$ cat config.mk
export PLATFORM = sky130hd
export DESIGN_NAME = smb_ram
export DESIGN_NICKNAME = d
export VERILOG_FILES = /design/src/rtl/smb_ram.sv
export SDC_FILE = /design/constraint.sdc
export NUM_CORES = 1
export LEC_CHECK = 0
export BUFFER_PORTS_ARGS = -buffer_cell sky130_fd_sc_hd__buf_2
export CAP_MARGIN = 15
export CORE_ASPECT_RATIO = 0.7
export CORE_UTILIZATION = 65
export CTS_CLUSTER_SIZE = 12
export DETAILED_ROUTE_END_ITERATION = 8
export PLACE_DENSITY = 0.91
export SETUP_SLACK_MARGIN = 0.2
export SYNTH_ARGS = -nofsm -noshare
export SYNTH_HDL_FRONTEND = slang
export SYNTH_SLANG_ARGS = --single-unit
$ cat constraint.sdc
create_clock -name i_clk -period 5.4 [get_ports i_clk]
set_input_delay 0.81 -clock i_clk [delete_from_list [all_inputs] [get_ports i_clk]]
set_output_delay 0.81 -clock i_clk [all_outputs]
set_load 0.01 [all_outputs]
$ cat src/rtl/smb_ram.sv
`default_nettype none

module smb_ram #(
    parameter int WIDTH = 8,
    parameter int DEPTH = 16
) (
    input  wire logic                                     i_clk,
    input  wire logic                                     i_we,
    input  wire logic [(DEPTH > 1 ? $clog2(DEPTH) : 1)-1:0] i_waddr,
    input  wire logic [WIDTH-1:0]                         i_wdata,
    input  wire logic [(DEPTH > 1 ? $clog2(DEPTH) : 1)-1:0] i_raddr,
    output logic      [WIDTH-1:0]                         o_rdata
);

    logic [WIDTH-1:0] r_mem [DEPTH];

    always_ff @(posedge i_clk) begin
        if (i_we) begin
            r_mem[i_waddr] <= i_wdata;
        end
        o_rdata <= r_mem[i_raddr];
    end

endmodule

`default_nettype wire

After elaboration in Yosys (flattened, before gate mapping)
Memories as Yosys holds them, arrays and structs flattened. A register that Yosys moved wholly into a read port is not among the register bits.
Cells that the tools add are included.
{"block": "totals", "ff_bits": 0, "mem_bits_rw": 128, "in_bits": 18, "elab_cells": 3, "memories": 1}
{"name": "r_mem", "depth": 16, "width": 8, "rd": 1, "rd_clocked_by_memory_dff": 1, "wr": 1, "line": "15", "source": "logic [WIDTH-1:0] r_mem [DEPTH];"}
{"block": "op_classes", "muxes": 2}
{"cell": "1-bit 2-to-1 mux", "count": 2}

Longest topological paths before layout
Gate-level depths: netlist (run 1).
{"block": "logic_depth", "word_depth": 2, "mapped_depth": 5, "depth_no_buf": 3}

Worst setup path after synthesis (run 1)
No wires, ideal clock.
{"block": "synth_timing", "path_type": "input-to-reg", "start": "input i_waddr[2] (netlist name)", "end": "memory r_mem[0][0] (enable)", "setup_time_ps": 383, "arrival_time_ps": 1920, "slack_ps": 3097, "path_stages": 2, "n_path_buf": 0, "cell_sequence": "or3b_2 -> nor3_1"}
{"item": "from (decl)", "line": "9", "source": "input wire logic [(DEPTH > 1 ? $clog2(DEPTH) : 1)-1:0] i_waddr,"}
{"item": "to (decl)", "line": "15"}
No word-level cell before the write port.

==> results of run 1 <==
[layout make-up]
type	instances	area share, %
clock inverter	10	1.72
sequential	136	67.9
timing repair buffer	26	2.25
clock buffer	22	7.87
multi-input combinational	83	18.2
tap	98	2.08
[cell usage after synthesis (all sizes together)]
| master | n |
|---|---|
| edfxtp | 128 |
| nand3b | 2 |
| nor3 | 4 |
| and2b | 1 |
| nand2 | 9 |
| a22oi | 16 |
| buf | 7 |
| nor2b | 1 |
| nand2b | 2 |
| dfxtp | 8 |
| clkdlybuf4s25 | 3 |
| mux4 | 32 |
| nand3 | 1 |
| nor2 | 13 |
| and2 | 1 |
| or3b | 1 |
[routing by layer]
layer  share of wire, %  routed length (um)
met2                 48                5090
met5                  0                   0
met1                 40                4250
met4               0.75                  80
met3                 11                1210
[per-stage QoR]
| stage | hold WS (ps) | instance area [um^2] | power, mW |
|---|---|---|---|
| after floorplan | 629 | 5150 | 1.27 |
| after global placement | 651 | 5330 | 1.31 |
| after detailed placement | 662 | 5330 | 1.31 |
| after CTS | 678 | 5890 | 2.40 |
| after global routing | 715 | 5900 | 2.45 |
| final | 676 | 5900 | 2.39 |
[flip-flops by register name (all words and copies together), names as in the netlist]
signal / flops
r_mem: 128
o_rdata: 8
[worst min-delay path, cell delays in order, from the launching register on]
cell      delay, ps
edfxtp_1        300
mux4_1          220
a22oi_1          60
nand2_1          60
[where the power goes]
group,total [mW],switching [mW],internal [mW]
combinational,0.106,0.0636,0.0422
sequential,1.19,0.00758,1.18
clock,1.10,0.402,0.696
total,2.39,0.473,1.92
[logic make-up (layout without fill, tap and decap cells)]
| logic type | count (synthesis) | after routing | synth area share, % |
|---|---|---|---|
| compound gates | 16 | 16 | 2.33 |
| simple gates | 35 | 35 | 3.18 |
| flops | 136 | 136 | 77.8 |
| mux | 32 | 32 | 15.0 |
| buf+inv | 10 | 58 | 1.68 |
[path summary, 6_finish.rpt]
kind | from | slack, ps | endpoint | cells past startpoint
hold reg to reg | r_mem[5][3]$_DFFE_PP_ | 680 | o_rdata[3]$_DFF_P_ | 3
hold / removal | r_mem[5][3]$_DFFE_PP_ | 680 | o_rdata[3]$_DFF_P_ | 3
setup / recovery | i_raddr[0] | 2970 | o_rdata[7]$_DFF_P_ | 4
setup reg to reg | r_mem[8][7]$_DFFE_PP_ | 3940 | o_rdata[7]$_DFF_P_ | 3
==> results.cfg, run 1 <==
[clock_tree]
cts.repair.resized = 0
clk_latency_ps = 410
htree_levels = 4
root_buffer = clkbuf_16
postCtsSetupRepairBufs = 0
cts_tree = done
postCtsHoldBufs = 0
cts.sinks = 136
cts_buffers = 17
clockBufferDepth = 2
cts.clk_slew.worst_paths_ps = 50

[drt]
postRouteAntennaNets = 0
wl_per_cell_um = 28.4
drc = 0
dr.pass1.iters = 5
drtIter0Drc = 346
routed_wl_mm = 10.6
dr_total_vias = 2639
viasPerCell = 7.04

[placement]
place.gp.congestion = 0.794
hpwl_mm = 5.85
dp_slack_ps = 2500
dp.cells = 343
io_buffers = 25

[logic_synthesis]
synth_area_leader_cell = edfxtp_1
ys_types = 19
ys_seq_elements = 136
synthCells = 229
syn_nets = 247
syn_area_um2 = 5150
synth-seq-area-share_pct = 77.8
synth.avg_cell_area_um2 = 22.5
netlist.area_leader.share_pct = 74.7
yosys-top-cells-area = edfxtp_1, mux4_2, mux4_1, dfxtp_1, a22oi_1
yosys_warnings = 0

[outcome]
status = finished clean

[layout]
regArea_um2 = 4000
drive_gt1_share_pct = 27.4
mostFrequentLayoutCell = edfxtp_1
nets = 282
area_delta_synth_final_pct = 14.6
final_cells = 375
final_util_pct = 78.8
multiInputGateArea_um2 = 1070
n_fill_cell = 371
n_antenna_cell = 0
layout_common_cells = edfxtp_1, buf_2, mux4_2

[sta]
setup_tns_ps = 0
setup_viol = 0
slew_violations = 0
min_period_ps = 2430
relSlewSlack_pct = 18.6
clock_skew_ps = 5.58
worst_pin_slew_ps = 1220
hold_viol_final = 0
setup_ws_ps = 2970
fmax_mhz = 412
period_share_pct = 44.9
rsz0062_at_grt = false

[power]
total_leakage_power_nw = 1.98
worst_ir_drop_vdd_mv = 0.373
powerDensity_nw_per_um2 = 406

[run]
cap_violations = 0

[grt]
met3_usage_pct = 8.47
grt_max_degree = 33
use_met2_pct = 41.6
antenna_found_initial = 0
use_met1_pct = 43.2
grt_pass1_wl_mm = 15.5
grt_util_all_layers_pct = 28.6
busiest_layer = met1
grt_pass1_vias = 2564
gr-total-overflow = 0

[setup_path]
cp-end-kind = flip-flop
path_max_fanout = 32
crit_type = in2reg
crit_path_top_delay_cell = buf_2
critPathBufInv = 1
critical_path_required_ps = 5670
path_cells = buf_2, mux4_2, a22oi_1, nand2_1
max_stage_delay_ps = 790
worst_setup_path_start_kind = primary input
critical_path.top_delay_family = buffers and inverters
arrival_ps = 2700

[floorplanning]
die_area_um2 = 8280
coreArea_um2 = 7480
start_util_pct = 68.8
die_height_um = 76.5
ios = 26
placementRows = 26
die_x_um = 108

[min_path]
hold_class = reg2reg
No activity file was read; power rests on OpenSTA's default activity.
==> run 2, diff against run 1 <==
ABC_AREA = 1   (was unset)
CORE_UTILIZATION = 61   (was 65)
PLACE_DENSITY = 0.86   (was 0.91)
clock period = 2.25 ns   (was 5.4 ns; I/O delays follow)
==> results.cfg, run 2 <==
[logic_synthesis]
syn_nets = 569
netlist.area_leader.share_pct = 66.7
synth_ff_type = edfxtp_1
yosys-top-cells-area = edfxtp_1, nand2_1, nand3_1, inv_1, dfxtp_1
synth-edff-count = 128
ys_types = 12
syn_area_um2 = 5770
async_flop_share_pct = 0
synth-seq-area-share_pct = 69.4
yosysMostFrequentCell = nand2_1
yosys_warnings = 0
synth.avg_cell_area_um2 = 10.5
ys_seq_elements = 136
yosys-top-cells-count = nand2_1, edfxtp_1, inv_1
synthCells = 551
synth_area_leader_cell = edfxtp_1

[clock_tree]
cts.repair.resized = 0
postCtsHoldBufs = 0
clk_latency_ps = 410
cts_buffers = 17
cts_tree = done
clockBufferDepth = 2
cts.sinks = 136
root_buffer = clkbuf_16
cts.clk_slew.worst_paths_ps = 60
htree_levels = 4
postCtsSetupRepairBufs = 0

[power]
total_power_mw = 5.68
total_leakage_power_nw = 2.86
worst_ir_drop_vdd_mv = 0.560
powerDensity_nw_per_um2 = 865

[sta]
rsz0062_at_grt = false
hold_viol_final = 0
setup_viol = 0
clock_skew_ps = 4.36
slew_violations = 0
whs_ps = 276
worst_pin_slew_ps = 638
setup_tns_ps = 0
min_period_ps = 1230
fmax_mhz = 815
period_share_pct = 54.5
relSlewSlack_pct = 57.3
setup_ws_ps = 1020

[setup_path]
critPathBufInv = 1
critical_path_required_ps = 1910
max_stage_delay_ps = 340
cp-end-kind = output port
crit_path_top_delay_cell = dfxtp_1
arrival_ps = 890
path_max_fanout = 1
crit_type = reg2out
critical_path.top_delay_family = flip-flops
path_cells = buf_2
worst_setup_path_start_kind = flip-flop

[layout]
n_fill_cell = 603
largest_reg_flops = 128
area_delta_synth_final_pct = 13.8
layout_common_cells = nand2_1, edfxtp_1, inv_1
n_antenna_cell = 0
drive_gt1_share_pct = 11.7
mostFrequentLayoutCell = nand2_1
multiInputGateArea_um2 = 1210
top_regs = r_mem (128), o_rdata (8)
nets = 605
regArea_um2 = 4000
regMostFlops = r_mem

[drt]
dr.pass1.iters = 5
postRouteAntennaNets = 0
dr_total_vias = 3974
wl_per_cell_um = 17.9
viasPerCell = 5.49
drc = 0
routed_wl_mm = 12.9
drtIter0Drc = 586

[floorplanning]
die_x_um = 118
coreArea_um2 = 9110
placementRows = 29
ios = 26
die_area_um2 = 9850
start_util_pct = 63.3
die_height_um = 83.4

[grt]
grt_max_degree = 65
grt_util_all_layers_pct = 28.4
antenna_found_initial = 0
grt_pass1_wl_mm = 20.2
grt_pass1_vias = 3660
gr-total-overflow = 0

[outcome]
status = finished clean

[min_path]
hold_class = in2reg

[placement]
hpwl_mm = 7.82
place.gp.congestion = 0.906
io_buffers = 25
dp_slack_ps = 694

[run]
cap_violations = 0
==> run 2: changes by cell type in the layout (fill, tap and decap cells not counted), moves of 3 or more <==
cell      before  now
nor2_1        13   17
clkinv_2       6    3
mux4_2        18    0
nand3_1        1   97
clkinv_1       1    5
mux4_1        14    0
a22oi_1       16    0
clkbuf_1       3    0
inv_1          0  100
clkinv_4       0    3
nor3_2         3    0
nand2_1        9  173
buf_4          1   14
==> run 2: cell families after synthesis <==
family,share of synthesized area [%]
buffers and inverters,9.52
and+or+nand+nor,21.0
DFF,69.4
==> run 2: final cells by class <==
cell class              count  share of cell area [%]
clock buffers              17                    6.48
well taps                 124                    2.36
repair buffers             41                    4.12
inverters                 102                    5.83
multi-input cells         289                    18.5
clock inverters            15                    1.72
flip-flops and latches    136                    61.0
==> run 2: layer usage <==
layer / routed length [um] / share of wire [%] / GRT usage [%] / vias to the layer above
li1: - / - / - / 1844
met3: 1510 / 12 / 7.21 / 22
met1: 5570 / 43 / 43.9 / 1833
met2: 5690 / 44 / 39.7 / 275
met5: 0 / 0 / 0 / -
met4: 178 / 1.4 / 8.97 / 0
==> run 2: worst paths after layout <==
kind / startpoint / end / slack [ps] / cells past startpoint
min: i_raddr[3] / o_rdata[6]$_DFF_P_ / 280 / 3
max reg2reg: r_mem[13][7]$_DFFE_PP_ / o_rdata[7]$_DFF_P_ / 1200 / 6
max: o_rdata[3]$_DFF_P_ / o_rdata[3] / 1020 / 1
min reg2reg: r_mem[10][0]$_DFFE_PP_ / o_rdata[0]$_DFF_P_ / 670 / 6
==> run 2: power breakdown <==
part	internal, mW	switching (mW)	leakage [nW]	total [mW]
registers	2.83	0.0187	1.22	2.85
logic	0.100	0.251	1.38	0.352
clock network	1.49	0.982	0.256	2.47
total	4.43	1.25	2.86	5.68
==> run 2: through the flow <==
stage,util (%),instance area [um^2],cells
2_1_floorplan,-,5770,551
3_3_place_gp,66.2,6030,692
3_5_place_dp,66.2,6030,692
4_1_cts,72.1,6560,724
5_1_grt,72.1,6560,724
6_report,72.1,6560,724
