===== config.mk =====
export PLATFORM = sky130hd
export DESIGN_NAME = smb_lane
export DESIGN_NICKNAME = d
export VERILOG_FILES = /design/src/rtl/smb_pkg.sv /design/src/rtl/smb_lane.sv
export SDC_FILE = /design/constraint.sdc
export NUM_CORES = 1
export LEC_CHECK = 0
export BUFFER_PORTS_ARGS = -buffer_cell sky130_fd_sc_hd__buf_2
export CAP_MARGIN = 15
export CORE_ASPECT_RATIO = 1.5
export CORE_MARGIN = 2
export CORE_UTILIZATION = 35
export DETAILED_ROUTE_END_ITERATION = 7
export PLACE_DENSITY = 0.75
export SYNTH_ARGS = -nofsm -noshare
export SYNTH_HDL_FRONTEND = slang
export SYNTH_SLANG_ARGS = --single-unit

===== constraint.sdc =====
create_clock -name vclk -period 4.6
set_input_delay 0.92 -clock vclk [all_inputs]
set_output_delay 0.92 -clock vclk [all_outputs]
set_load 0.01 [all_outputs]

===== src/rtl/smb_pkg.sv =====
`default_nettype none

package smb_pkg;

    localparam int VALUE_BITS = 16;
    localparam int LANES      = 4;
    localparam int EPOCH_BITS = 8;
    localparam int DATA_W     = LANES * VALUE_BITS;
    localparam int WORD_W     = DATA_W + EPOCH_BITS;
    localparam int NUM_W      = 9;

    localparam logic [1:0] CMD_CLEAR   = 2'd0;
    localparam logic [1:0] CMD_SCATTER = 2'd1;
    localparam logic [1:0] CMD_READ    = 2'd2;

    typedef logic signed [VALUE_BITS-1:0] t_value;
    typedef logic [EPOCH_BITS-1:0]        t_epoch;

endpackage

`default_nettype wire


===== src/rtl/smb_lane.sv =====
`default_nettype none

module smb_lane (
    input  wire smb_pkg::t_value i_old,
    input  wire smb_pkg::t_value i_new,
    input  wire logic            i_touched,
    output smb_pkg::t_value      o_merge,
    output smb_pkg::t_value      o_read
);

    // An untouched entry takes the new value as it is.
    assign o_merge = (!i_touched || (i_new > i_old)) ? i_new : i_old;
    assign o_read  = i_touched ? i_old : '0;

endmodule

`default_nettype wire


Word level (Yosys, flattened, before mapping)
Index checks and enable logic that the tools add are counted.

Logic and storage cells: 5. Output and inout bits: 32. Register bits: 0. Input port bits: 33.

Muxes and demuxes: 2. Order comparisons: 1. Reductions and logical operators: 2.

Operator list (number): $mux W16 (2); $gt A16 B16 Y1 (1); $logic_not A1 Y1 (1); $logic_or A1 B1 Y1 (1).

Logic depth before layout (Yosys ltp)
Gate-level depths: netlist of run 1.

Depth in word-level cells: 3. Mapped depth: 9. Mapped depth without buffers: 8.

Least setup slack after synthesis of run 1
Ideal clock, no wire load.

Path type: input to output. Start: input i_old[13]. End: output o_merge[10]. Data arrival time: 2965 ps. Setup slack: 715 ps. Path buffers: 1. Stages on the path: 9. Data required time: 3680 ps. Cells stage by stage: inv_1 ha_1 and4_1 nand4_1 nor4_2 and4bb_4 a211oi_4 buf_8 mux2_4.

Word-level cells in the longest chain between the ends: 3.

Ends and longest elaborated chain: start: declaration (RTL line smb_lane.sv:4) `input wire smb_pkg::t_value i_old,`; $gt A16 B16 Y1 (RTL line smb_lane.sv:12) `assign o_merge = (!i_touched || (i_new > i_old)) ? i_new : i_old;`; $logic_or A1 B1 Y1 (RTL line smb_lane.sv:12); $mux W16 (RTL line smb_lane.sv:12); end: declaration (RTL line smb_lane.sv:7) `output smb_pkg::t_value o_merge,`.

No other way between the ends.

Worst setup path after layout of run 1
Start: input i_old[13]. End: output o_merge[15].

The elaborated chain is that of the path after synthesis.

==> results of run 1 <==
[worst max-delay path, cell delays in order]
cell,delay (ns)
buf_2,0.10
inv_1,0.04
ha_1,0.30
and4_1,0.23
nand4_1,0.14
nor4_2,0.34
and4bb_4,0.26
a211oi_4,0.34
buf_4,0.24
mux2_2,0.35
buf_2,0.14
[worst paths after layout]
| kind | startpoint | end | slack (ns) | depth (start not counted) |
|---|---|---|---|---|
| worst max-delay path | i_old[13] | o_merge[15] | 0.28 | 11 |
| worst min-delay path | i_old[13] | o_read[13] | 2.16 | 3 |
[through the flow]
step,cells,setup slack (ns),instance area (µm²),power [mW]
floorplan,97,0.715,758,0.0816
global placement,184,0.397,1110,0.127
detailed placement,184,0.272,1110,0.129
CTS,184,0.260,1110,0.130
global route,184,0.126,1110,0.140
finish,184,0.278,1110,0.128
[area by class of cell]
class | count | share of cell area
Multi-Input combinational cell | 76 | 0.603
Tap cell | 22 | 0.0249
Timing Repair Buffer | 67 | 0.307
Inverter | 19 | 0.0644
[cell families after synthesis]
| kind of cell | after synthesis | share of synthesized area |
|---|---|---|
| compound gates | 15 | 0.144 |
| fa+ha+maj | 16 | 0.264 |
| simple gates | 30 | 0.206 |
| mux | 15 | 0.267 |
| buf+inv | 21 | 0.119 |
[report_power, final]
part | switching (mW) | total (mW) | leakage [nW] | internal, mW
Combinational | 0.0627 | 0.128 | 0.693 | 0.0655
Clock | 0 | 0 | 0 | 0
Sequential | 0 | 0 | 0 | 0
Total | 0.0627 | 0.128 | 0.693 | 0.0655
[synth_stat cells]
| cell type | number | area [µm²] |
|---|---|---|
| a211oi_1 | 1 | 7.51 |
| and2_1 | 4 | 25.0 |
| mux2_2 | 6 | 67.6 |
| nand2b_1 | 1 | 6.26 |
| a21boi_0 | 1 | 7.51 |
| a211oi_4 | 1 | 20.0 |
| o21bai_1 | 1 | 7.51 |
| nand2_1 | 5 | 18.8 |
| mux2_4 | 9 | 135 |
| and4bb_4 | 1 | 16.3 |
| nor4_2 | 1 | 12.5 |
| nor2_1 | 15 | 56.3 |
| clkbuf_1 | 1 | 3.75 |
| buf_8 | 1 | 15.0 |
| a31oi_1 | 1 | 6.26 |
| inv_1 | 19 | 71.3 |
| nand4_1 | 2 | 12.5 |
| o2bb2ai_1 | 1 | 8.76 |
| o21ai_0 | 1 | 5.00 |
| and4_1 | 1 | 8.76 |
| a21o_1 | 1 | 7.51 |
| o221ai_1 | 1 | 8.76 |
| a21oi_1 | 6 | 30.0 |
| ha_1 | 16 | 200 |
[routing by layer]
| layer | vias up | track usage |
|---|---|---|
| li1 | 465 | - |
| met1 | 402 | 0.151 |
| met2 | 37 | 0.281 |
| met3 | 2 | 0.0149 |
| met4 | 0 | 0.00922 |
| met5 | - | 0 |
==> flow_summary_export.csv, run 1 <==
group,metric,value,unit
worst_setup_path,critPathKind,"in -> out",
floorplanning,start_util,0.374,
routing,dr.pass1.iters,4,
clocking,postCtsSetupRepairBufs,0,
synthesis,synth_cell_types,24,
timing,fin_hold_ws,2.16,ns
floorplanning,io-pin-count,65,
power,irDropWorstVdd,0.0000496,V
routing,dr.max_layer_used,"met4",
placed_design,hpwlAfterDp,1.84,mm
routing,post_drt_wl_per_cell,11.0,µm
cells_and_area,fin_util,0.546,
timing,slew_headroom,0.677,
cells_and_area,nClkBuffers,0,
synthesis,seq_area_frac_synth,0,
grt,grt_max_degree,15,
routing,vias,906,
flow_run,drv_cap,0,
synthesis,yosysWarnings,0,
cells_and_area,areaGrowthSynthToFinish,46.0,%
routing,drt_iter0_drc,8,
grt,grt_pass1_vias,748,
floorplanning,die_area,0.00256,mm²
routing,antenna_left,0,
routing,wl_met1,695,µm
hold_path,hp-class,"in -> out",
timing,tns,0,ns
power,p_leak,0.693,nW
synthesis,syn_avg_cell_area,7.82,µm²
cells_and_area,fillers,218,
cells_and_area,drive_gt1_frac,0.525,
cells_and_area,regArea,0,µm²
routing,dr_wl_met2,1.14,mm
routing,wl_met3,169,µm
worst_setup_path,endpoint_kind,"output pin",
power,power_density,116,mW/mm²
floorplanning,core_area,0.00203,mm²
timing,max_slew.worst_pin.slew,0.484,ns
routing,avgViaCountPerCell,4.92,
floorplanning,rows,20,
placed_design,routabilityCongestion,0.741,
grt,grt_pass1_wl,2.88,mm
status,status,"finished, final reports clean",
grt,antenna_found_initial,0,
floorplanning,die_w,42.0,µm
timing,slew_violations,0,
routing,drc,0,
routing,routed_wirelength,2.02,mm
timing,rsz0062_at_grt,"false",
cells_and_area,layout_commonest_cell,"buf_2",
cells_and_area,layout_common_cells,"buf_2 (65), inv_1 (19), ha_1 (16), nor2_1 (15), mux2_4 (9)",
timing,fin_crit,4.32,ns
synthesis,synth_nets,146,
timing,hold_viol,0,
placed_design,portBuffers,65,
synthesis,syn_inst,97,
worst_setup_path,required,3.68,ns
worst_setup_path,critPathArrivalTime,3.40,ns
grt,overflow,0,
timing,setup_viol,0,
cells_and_area,nFlopsAndLatches,0,
timing,max_clock_freq,0.231,GHz
clocking,hold_buffers,0,
clocking,cts_resized,0,
cells_and_area,antennaDiodeCount,0,
worst_setup_path,start_kind,"input port",
grt,grt_usage,0.135,
cells_and_area,multi_input_area,668,µm²
timing,period_share,0.939,
cells_and_area,num-nets-final,213,
worst_setup_path,crit_fanout,6,
floorplanning,dieHeight,61.0,µm
synthesis,synth_area,758,µm²
Power figures use the tool's default switching activity.
==> run 2, diff against run 1 <==
CORE_MARGIN = default   (was 2)
==> run 2 against run 1 <==
Against the previous run:
- first-iteration DRC count increased by 63%
- core utilization unchanged
- maximum frequency increased by 3.5%
- critical path depth unchanged
- global-route usage rose by 2.9 points
- sequential cell count is the same
- critical endpoint unchanged
==> flow_summary_export.csv, run 2 (synthesis gave the netlist of run 1 again) <==
group,metric,value,unit
placed_design,place_ws,0.457,ns
power,irDropWorstVdd,0.0000464,V
routing,vias,932,
placed_design,routabilityCongestion,0.772,
placed_design,portBuffers,65,
cells_and_area,areaGrowthSynthToFinish,46.0,%
grt,grt_usage,0.164,
grt,grt_max_degree,15,
hold_path,hp-class,"in -> out",
floorplanning,die_area,0.00236,mm²
grt,grt_pass1_vias,794,
worst_setup_path,required,3.68,ns
placed_design,placed_cells,184,
timing,hold_viol,0,
power,power_density,116,mW/mm²
status,status,"finished, final reports clean",
power,p_switching,0.0631,mW
routing,antenna_left,0,
routing,dr.pass1.iters,6,
timing,fin_hold_ws,2.16,ns
worst_setup_path,critPathKind,"in -> out",
cells_and_area,nFlopsAndLatches,0,
power,p_leak,0.693,nW
cells_and_area,antennaDiodeCount,0,
cells_and_area,regArea,0,µm²
timing,period_share,0.908,
cells_and_area,nClkBuffers,0,
worst_setup_path,crit_fanout,8,
clocking,cts_resized,0,
worst_setup_path,cp-endpoint,"o_merge[15]",
grt,antenna_found_initial,0,
cells_and_area,drive_gt1_frac,0.525,
worst_setup_path,start_kind,"input port",
timing,tns,0,ns
floorplanning,start_util,0.374,
power,p_int,0.0658,mW
routing,drt_iter0_drc,13,
routing,post_drt_wl_per_cell,11.2,µm
timing,fin_crit,4.17,ns
routing,avgViaCountPerCell,5.07,
clocking,hold_buffers,0,
timing,slew_headroom,0.671,
power,pwr-share-comb,1.000,
cells_and_area,layout_common_cells,"buf_2 (65), inv_1 (19), ha_1 (16), nor2_1 (15), mux2_4 (9)",
power,p_clk_frac,0,
floorplanning,die_w,40.0,µm
cells_and_area,layout_commonest_cell,"buf_2",
cells_and_area,final_cell_count_no_fill,184,
worst_setup_path,cp-startpoint,"i_old[13]",
floorplanning,rows,20,
floorplanning,core_area,0.00203,mm²
grt,overflow,0,
power,seqPwrFrac,0,
floorplanning,dieHeight,59.0,µm
grt,grt_pass1_wl,2.92,mm
power,p_sw_frac,0.489,
clocking,postCtsSetupRepairBufs,0,
worst_setup_path,critPathArrivalTime,3.25,ns
routing,routed_wirelength,2.06,mm
flow_run,drv_cap,0,
timing,setup_viol,0,
timing,setup_ws,0.425,ns
placed_design,hpwlAfterDp,1.84,mm
timing,max_clock_freq,0.240,GHz
cells_and_area,num-nets-final,213,
floorplanning,io-pin-count,65,
timing,slew_violations,0,
timing,max_slew.worst_pin.slew,0.493,ns
routing,drc,0,
worst_setup_path,endpoint_kind,"output pin",
timing,rsz0062_at_grt,"false",
-- run 2: cell counts in the layout (fill, tap and decap cells not counted) --
Identical to the previous run, type by type.
-- run 2: area by class of cell --
type | instances | area (µm²)
Fill cell | 213 | 920
Multi-Input combinational cell | 76 | 668
Inverter | 19 | 71.3
Timing Repair Buffer | 67 | 340
Tap cell | 22 | 27.5
-- run 2: worst min path at each step --
stage	start	to	slack, ns	depth (start not counted)
6_report	i_old[15]	o_read[15]	2.16	3
3_3_place_gp	i_old[15]	o_read[15]	2.16	3
3_5_place_dp	i_old[9]	o_merge[9]	2.16	3
2_1_floorplan	i_old[1]	o_read[1]	1.95	2
5_1_grt	i_new[6]	o_merge[6]	2.18	3
4_1_cts	i_old[9]	o_merge[9]	2.16	3
-- run 2: layer usage --
layer / global-route usage / vias up / share of wire
met5: 0 / - / 0
met4: 0 / 0 / 0
met3: 0 / 0 / 0.059
met2: 0.350 / 35 / 0.58
met1: 0.167 / 432 / 0.36
li1: - / 465 / -
-- run 2: power by group through the flow --
stage / Combinational, mW / Sequential, mW / Clock [mW]
finish: 0.129 / 0 / 0
floorplan: 0.0816 / 0 / 0
CTS: 0.130 / 0 / 0
global route: 0.143 / 0 / 0
detailed placement: 0.130 / 0 / 0
global placement: 0.126 / 0 / 0
-- run 2: critical path: stages --
cell and delay, ns:
buf_2 0.09, inv_1 0.04, ha_1 0.30, and4_1 0.22
nand4_1 0.15, nor4_2 0.34, and4bb_4 0.25, a211oi_4 0.22
buf_4 0.24, mux2_2 0.35, buf_2 0.14
-- run 2: stage by stage --
stage	cell area [µm²]	power [mW]	util
6_report	1110	0.129	0.546
5_1_grt	1110	0.143	0.546
4_1_cts	1110	0.130	0.546
3_5_place_dp	1110	0.130	0.546
3_3_place_gp	1110	0.126	0.546
2_1_floorplan	758	0.0816	-
